$ cat src/sv/irot_pkg.sv
// Shared constants, codes and types for the image rotate inverse map block.
// No dependencies; every other file of the block but irot_ram imports this package.

package irot_pkg;

  localparam int MAX_ROWS  = 256;
  localparam int MAX_COLS  = 256;
  localparam int MEM_DEPTH = MAX_ROWS * MAX_COLS;
  localparam int ADDR_W    = $clog2(MEM_DEPTH);

  localparam int FRAC_W    = 14;
  localparam int CFG_W     = 16;
  localparam int CFG_IDX_W = 2;
  localparam int ROWS_W    = 9;
  localparam int ANG_W     = 16;
  localparam int CH_W      = 8;
  localparam int PIX_W     = 3 * CH_W;
  localparam int DIM_W     = 10;
  localparam int DIM_SAT   = 1023;

  // Corner products, box bounds, mapped points, back-map products and sums.
  localparam int PROD_W  = ROWS_W + 1 + ANG_W;
  localparam int BOX_W   = PROD_W + 2;
  localparam int PT_W    = BOX_W;
  localparam int MUL_W   = PT_W + ANG_W;
  localparam int SUM_W   = MUL_W + 2;
  localparam int COORD_W = SUM_W - 2 * FRAC_W;

  localparam int SETTLE = 3;
  localparam int CNT_W  = $clog2(SETTLE + 1);

  localparam logic [CH_W-1:0]   WHITE      = CH_W'(255);
  localparam logic [ADDR_W-1:0] COL_STRIDE = ADDR_W'(MAX_COLS);

  localparam logic [ROWS_W-1:0]       ROWS_RST = ROWS_W'(256);
  localparam logic [ROWS_W-1:0]       COLS_RST = ROWS_W'(256);
  localparam logic signed [ANG_W-1:0] COS_RST  = ANG_W'(16384);
  localparam logic signed [ANG_W-1:0] SIN_RST  = ANG_W'(0);

  typedef enum logic [0:0] {
    OP_WRITE = 1'b0,
    OP_READ  = 1'b1
  } irot_op_e;

  typedef enum logic [CFG_IDX_W-1:0] {
    CFG_ROWS = 2'd0,
    CFG_COLS = 2'd1,
    CFG_COS  = 2'd2,
    CFG_SIN  = 2'd3
  } irot_cfg_e;

  typedef struct packed {
    logic signed [ANG_W-1:0] cos_v;
    logic signed [ANG_W-1:0] sin_v;
    logic [ROWS_W-1:0]       rows;
    logic [ROWS_W-1:0]       cols;
    logic signed [BOX_W-1:0] rmin;
    logic signed [BOX_W-1:0] cmin;
    logic [DIM_W-1:0]        out_rows;
    logic [DIM_W-1:0]        out_cols;
    logic                    busy;
  } irot_geom_t;

  typedef struct packed {
    logic              rd;
    logic              we;
    logic [ADDR_W-1:0] waddr;
    logic [PIX_W-1:0]  wdata;
  } irot_ctl_t;

  typedef struct packed {
    logic              rd;
    logic              we;
    logic              in_src;
    logic [ADDR_W-1:0] addr;
    logic [PIX_W-1:0]  wdata;
  } irot_mreq_t;

endpackage

$ cat src/sv/irot_box.sv
// Configuration registers and the derived bounding box of the rotated image.
// Depends on irot_pkg; results reach the mapping pipeline as irot_geom_t.

module irot_box import irot_pkg::*; (
  input  logic                 clk_i,
  input  logic                 rst_ni,
  input  logic                 cfg_we_i,
  input  logic [CFG_IDX_W-1:0] cfg_idx_i,
  input  logic [CFG_W-1:0]     cfg_data_i,
  output irot_geom_t           geom_o
);

  logic [ROWS_W-1:0]        rows_q, cols_q;
  logic signed [ANG_W-1:0]  cos_q, sin_q;
  logic [CNT_W-1:0]         cnt_q, cnt_d;

  logic signed [ROWS_W:0]   rm1, cm1;
  logic signed [PROD_W-1:0] a_d, b_d, c_d, d_d;
  logic signed [PROD_W-1:0] a_q, b_q, c_q, d_q;

  logic signed [BOX_W-1:0]  ax, bx, cx, dx, ndx;
  logic signed [BOX_W-1:0]  rmin_d, cmin_d, rmin_q, cmin_q;
  logic [BOX_W-1:0]         rspan_d, cspan_d, rspan_q, cspan_q;
  logic [BOX_W-1:0]         rceil, cceil;
  logic [DIM_W-1:0]         orows_d, ocols_d, orows_q, ocols_q;

  always_ff @(posedge clk_i or negedge rst_ni) begin
    if (!rst_ni) begin
      rows_q <= ROWS_RST;
      cols_q <= COLS_RST;
      cos_q  <= COS_RST;
      sin_q  <= SIN_RST;
    end else if (cfg_we_i) begin
      case (irot_cfg_e'(cfg_idx_i))
        CFG_ROWS: rows_q <= cfg_data_i[ROWS_W-1:0];
        CFG_COLS: cols_q <= cfg_data_i[ROWS_W-1:0];
        CFG_COS:  cos_q  <= $signed(cfg_data_i[ANG_W-1:0]);
        CFG_SIN:  sin_q  <= $signed(cfg_data_i[ANG_W-1:0]);
        default: ;
      endcase
    end
  end

  always_comb begin
    cnt_d = cnt_q;
    if (cfg_we_i) begin
      cnt_d = CNT_W'(SETTLE);
    end else if (cnt_q != '0) begin
      cnt_d = cnt_q - CNT_W'(1);
    end
  end

  always_ff @(posedge clk_i or negedge rst_ni) begin
    if (!rst_ni) begin
      cnt_q <= CNT_W'(SETTLE);
    end else begin
      cnt_q <= cnt_d;
    end
  end

  // Last corner indexes and the four corner products.
  assign rm1 = $signed({1'b0, rows_q}) - (ROWS_W + 1)'(1);
  assign cm1 = $signed({1'b0, cols_q}) - (ROWS_W + 1)'(1);
  assign a_d = rm1 * cos_q;
  assign b_d = cm1 * sin_q;
  assign c_d = cm1 * cos_q;
  assign d_d = rm1 * sin_q;

  always_ff @(posedge clk_i) begin
    a_q <= a_d;
    b_q <= b_d;
    c_q <= c_d;
    d_q <= d_d;
  end

  // Box with bounds starting at zero: per-term minimum and absolute value.
  assign ax  = BOX_W'(a_q);
  assign bx  = BOX_W'(b_q);
  assign cx  = BOX_W'(c_q);
  assign dx  = BOX_W'(d_q);
  assign ndx = -dx;

  always_comb begin
    rmin_d  = (ax[BOX_W-1] ? ax : '0) + (bx[BOX_W-1] ? bx : '0);
    cmin_d  = (cx[BOX_W-1] ? cx : '0) + (ndx[BOX_W-1] ? ndx : '0);
    rspan_d = (ax[BOX_W-1] ? -ax : ax) + (bx[BOX_W-1] ? -bx : bx);
    cspan_d = (cx[BOX_W-1] ? -cx : cx) + (dx[BOX_W-1] ? -dx : dx);
  end

  always_ff @(posedge clk_i) begin
    rmin_q  <= rmin_d;
    cmin_q  <= cmin_d;
    rspan_q <= rspan_d;
    cspan_q <= cspan_d;
  end

  always_comb begin
    rceil   = (rspan_q + BOX_W'(2 ** FRAC_W - 1)) >> FRAC_W;
    cceil   = (cspan_q + BOX_W'(2 ** FRAC_W - 1)) >> FRAC_W;
    orows_d = (rceil > BOX_W'(DIM_SAT)) ? DIM_W'(DIM_SAT) : DIM_W'(rceil);
    ocols_d = (cceil > BOX_W'(DIM_SAT)) ? DIM_W'(DIM_SAT) : DIM_W'(cceil);
  end

  always_ff @(posedge clk_i) begin
    orows_q <= orows_d;
    ocols_q <= ocols_d;
  end

  always_comb begin
    geom_o.cos_v    = cos_q;
    geom_o.sin_v    = sin_q;
    geom_o.rows     = rows_q;
    geom_o.cols     = cols_q;
    geom_o.rmin     = rmin_q;
    geom_o.cmin     = cmin_q;
    geom_o.out_rows = orows_q;
    geom_o.out_cols = ocols_q;
    geom_o.busy     = (cnt_q != '0);
  end

endmodule

$ cat config.mk
export PLATFORM = sky130hd
export DESIGN_NAME = irot_box
export DESIGN_NICKNAME = d
export VERILOG_FILES = /design/src/sv/irot_pkg.sv /design/src/sv/irot_box.sv
export SDC_FILE = /design/constraint.sdc
export NUM_CORES = 2
export LEC_CHECK = 0
export BUFFER_PORTS_ARGS = -buffer_cell sky130_fd_sc_hd__buf_2
export CORE_ASPECT_RATIO = 1.4
export CORE_MARGIN = 3
export CORE_UTILIZATION = 45
export DETAILED_ROUTE_END_ITERATION = 7
export GPL_TIMING_DRIVEN = 1
export HOLD_SLACK_MARGIN = 0.15
export PLACE_DENSITY = 0.74
export SLEW_MARGIN = 20
export SYNTH_ARGS = -nofsm -noshare
export SYNTH_HDL_FRONTEND = slang
export SYNTH_SLANG_ARGS = --single-unit
$ cat constraint.sdc
create_clock -name clk_i -period 6.1 [get_ports clk_i]
set_input_delay 0.305 -clock clk_i [delete_from_list [all_inputs] [get_ports clk_i]]
set_output_delay 0.305 -clock clk_i [all_outputs]
set_load 0.02 [all_outputs]
==> impl_summary.txt <==
----------------------------------------------------
[Outcome]
  Outcome ... complete, but fails checks
  Violations in the final reports ... setup timing

[CTS]
  TritonCTS Buffers ... 34
  Root Buffer ... clkbuf_16
  Insertion delay to the later sink of the worst-skew pair ... approximately 0.60 ns
  H-tree levels ... 2
  Clock sink count ... 288
  Clock-pin slew of the registers on the worst-case setup and hold paths ... 0.06 ns
  Clk buf depth ... 3
  Clock tree from TritonCTS ... yes

[Setup path]
  Critical path peak fanout ... 3
  Critical path launch point type ... register
  Setup Crit Path Kind ... register to register
  Worst endpoint required time ... approximately 6.6 ns
  Data arrival, critical path ... 6.93 ns
  Crit end category ... register
  Depth of the most critical reg-to-reg path ... 24
  Minimum setup slack among reg-to-reg paths ... -0.32 ns
  Startpoint of the worst register-to-register path ... rows_q[3]
  R2r endpoint ... d_q[23]

[Final layout]
  Signed area change from the synthesized netlist to the final layout ... 17.8%
  Fraction of layout instances using a drive strength above 1 ... 17.5%
  Post-layout net count ... 5643
  Final Instance Area ... 45500 um^2

[Timing]
  Final-layout worst hold slack ... 0.260 ns
  Pins over their slew limit ... 0
  Post-layout worst setup margin ... -0.325 ns
  Clk_skew ... 0.0405 ns
  Final worst-path cycle share ... 105%
  Setup repair after global routing missed its margin ... yes
  Number of failing hold endpoints at the final stage ... 0
  Least-Margin Pin Slew ... approximately 1.1 ns
  Headroom to the max-slew limit ... 23.8%
  Final Critical Period ... 6.42 ns
  Achievable clock frequency ... 156 MHz
  Endpoints failing setup ... 24

[Min path]
  Tightest Hold Check Type ... input port to register
  Beginning of the worst hold path ... cfg_idx_i[1]
  Worst Hold Depth ... 4
  Hold path endpoint ... rows_q[1]

[Logic synthesis]
  Cell variety after synth ... 69
  Number of enable flip-flop cells after synthesis ... 0
  Synthesized area per cell ... 8.93 um^2
  Predominant post-synthesis flop cell ... dfxtp_1
  Post-synthesis instance total ... 4319
  YS warnings ... 0
  Share of synthesized registers carrying an async set or reset ... between 10% and 20%
  Mapped cell area ... 38600 um^2
  Sequential element share of the synthesized area ... 15.6%
  Number of storage elements in the synthesis netlist ... around 290

[Detailed routing]
  Total routed wirelength ... 105000 um
  Detail Route Antenna Nets ... 0
  Total via count in the routed design ... 30900
  Detailed-route wire length per cell ... 18.0 um
  Iter 0 DRT Violations ... 1830
  Detailed-route vias per instance ... 5.31
  Number of DRC violations after detailed routing ... 0
  Total iterations of the first detailed-routing run ... 8

[Floorplanning]
  I/O pins ... approximately 150
  Standard-cell row count ... 126
  Die X ... 253 um
  Starting density of the core ... 45.6%
  Die height ... 352 um
  Placeable core region ... around 85000 um^2
  Die ar. ... between 80000 and 90000 um^2

[GRT]
  Global route overflow ... 0
  Number of antenna violations at the first check in global routing ... 3
  Total global-route track usage ... 23.7%
  Largest net degree at the start of global routing ... 53
  Via count of the first global-routing pass ... about 33000
  Global-route wire length before repair ... 169000 um

[Run]
  Number of maximum-capacitance violations ... 0

[Place]
  GPL Wtd Cong ... 0.909
  Detailed placement HPWL ... 82600 um
  Cell area after placement ... 42800 um^2
  Number of buffers inserted by port buffering ... 147

----------------------------------------------------
-- cells in the final DEF, fill, tap and decap left out, drive strengths merged, types with 19 or more instances in the layout --
cell type	count
inv	778
fa	560
buf	487
nand2	408
ha	361
xnor2	269
and2	252
dfxtp	236
nor2	184
a21oi	161
o21ai	116
nor2b	97
nand2b	93
xor2	73
a21o	66
mux2	48
dfrtp	47
clkbuf	43
nor3	42
o21a	36
nand3	30
or3	28
or2	26
o21bai	25
and3	23
o31ai	19
-- cell usage after synthesis, types with 26 or more instances --
cell type	instances	share of area [%]
a21o_1	66	1.3
a21oi_1	161	2.1
and2_1	252	4.1
clkbuf_1	160	1.6
dfrtp_1	47	3.0
dfxtp_1	236	12
fa_1	560	29
ha_1	361	12
inv_1	772	7.5
mux2_2	48	1.4
nand2_1	407	4.0
nand2b_1	92	1.5
nand3_1	30	0.39
nor2_1	184	1.8
nor2b_1	97	1.6
nor3_1	42	0.54
o21a_1	36	0.70
o21ai_0	116	1.5
or2_2	26	0.42
xnor2_1	269	6.1
xor2_1	73	1.7
-- cell type report --
class	instances	area, um^2
Fill cell	7404	39200
Multi-Input combinational cell	3100	30300
Sequential cell	288	6040
Timing Repair Buffer	505	3680
Inverter	772	2900
Tap cell	1088	1360
Clock buffer	43	966
Clock inverter	17	193
Antenna cell	2	5.00
-- layer usage --
metal	track usage, %	wire (um)
met5	0	0
met4	15.5	7710
met3	2.88	5070
met2	42.3	53300
met1	26.5	38700
-- per-stage QoR --
stage	instances	setup TNS, ns	utilization (%)	setup slack, ns
4_1_cts	5807	-1.74	52.9	-0.213
3_3_place_gp	5686	-3.81	50.5	-0.337
2_1_floorplan	4321	-0.824	-	-0.191
3_5_place_dp	5686	-6.46	50.5	-0.420
5_1_grt	5814	-10.24	53.7	-0.514
6_report	5815	-3.38	53.7	-0.325
-- flip-flops by register name, summed over array words and instances, names as in the netlist --
signal and cells:
rows_q 9, cnt_q 2, sin_q 16, d_q 26, cols_q 9, a_q 26, cmin_q 28, orows_q 10
b_q 26, cos_q 16, rmin_q 28, rspan_q 28, ocols_q 10, c_q 26, cspan_q 28
-- cell families after synthesis --
kind of cell             Yosys count  synth area share, %
AND/OR/NAND/NOR                 1243                 16.3
XOR/XNOR                         342                 7.76
adder cells (fa/ha/maj)          921                 40.8
AO/OA/AOI/OAI                    540                 8.94
multiplexers                      51                 1.48
flip-flops                       288                 15.6
buffers and inverters            933                 9.08
other                              1              0.00972
-- worst max-delay path by stage --
| stage | endpoint | cells past startpoint | startpoint | slack (ns) |
|---|---|---|---|---|
| floorplan | c_q[25] | 26 | cols_q[0] | -0.19 |
| detailed placement | d_q[24] | 24 | rows_q[3] | -0.42 |
| CTS | a_q[24] | 23 | rows_q[2] | -0.21 |
| global placement | d_q[25] | 24 | rows_q[3] | -0.34 |
| global route | a_q[24] | 24 | rows_q[3] | -0.51 |
| finish | d_q[23] | 24 | rows_q[3] | -0.32 |
-- critical path, cell delays in order, from the launching register on --
cell and delay, ns:
dfrtp_2 0.42, nor3_4 0.23, nand3_2 0.11, or3_4 0.34
or3_4 0.38, buf_6 0.13, or2_4 0.22, fa_1 0.51
fa_1 0.51, inv_2 0.04, fa_1 0.44, fa_1 0.49
inv_1 0.05, fa_1 0.50, inv_2 0.06, ha_4 0.17
nor2_4 0.11, o211ai_1 0.15, a31o_2 0.30, o21ba_4 0.22
o31ai_4 0.29, a22o_1 0.25, o21bai_1 0.11, a21oi_2 0.16
xnor2_1 0.14
-- repair_timing --
| item | 4_1_cts | 5_1_grt |
|---|---|---|
| pin swaps | 50 | 50 |
| hold buffers | 18 | 0 |
| setup buffers | 45 | 16 |
| resized for setup | 79 | 124 |
| endpoints found under the hold margin | 99 | 0 |
| setup endpoints to repair | 37 | 56 |
Power is not shown: default switching activity piles up to over one toggle a cycle in this logic, so the estimate is an artifact.
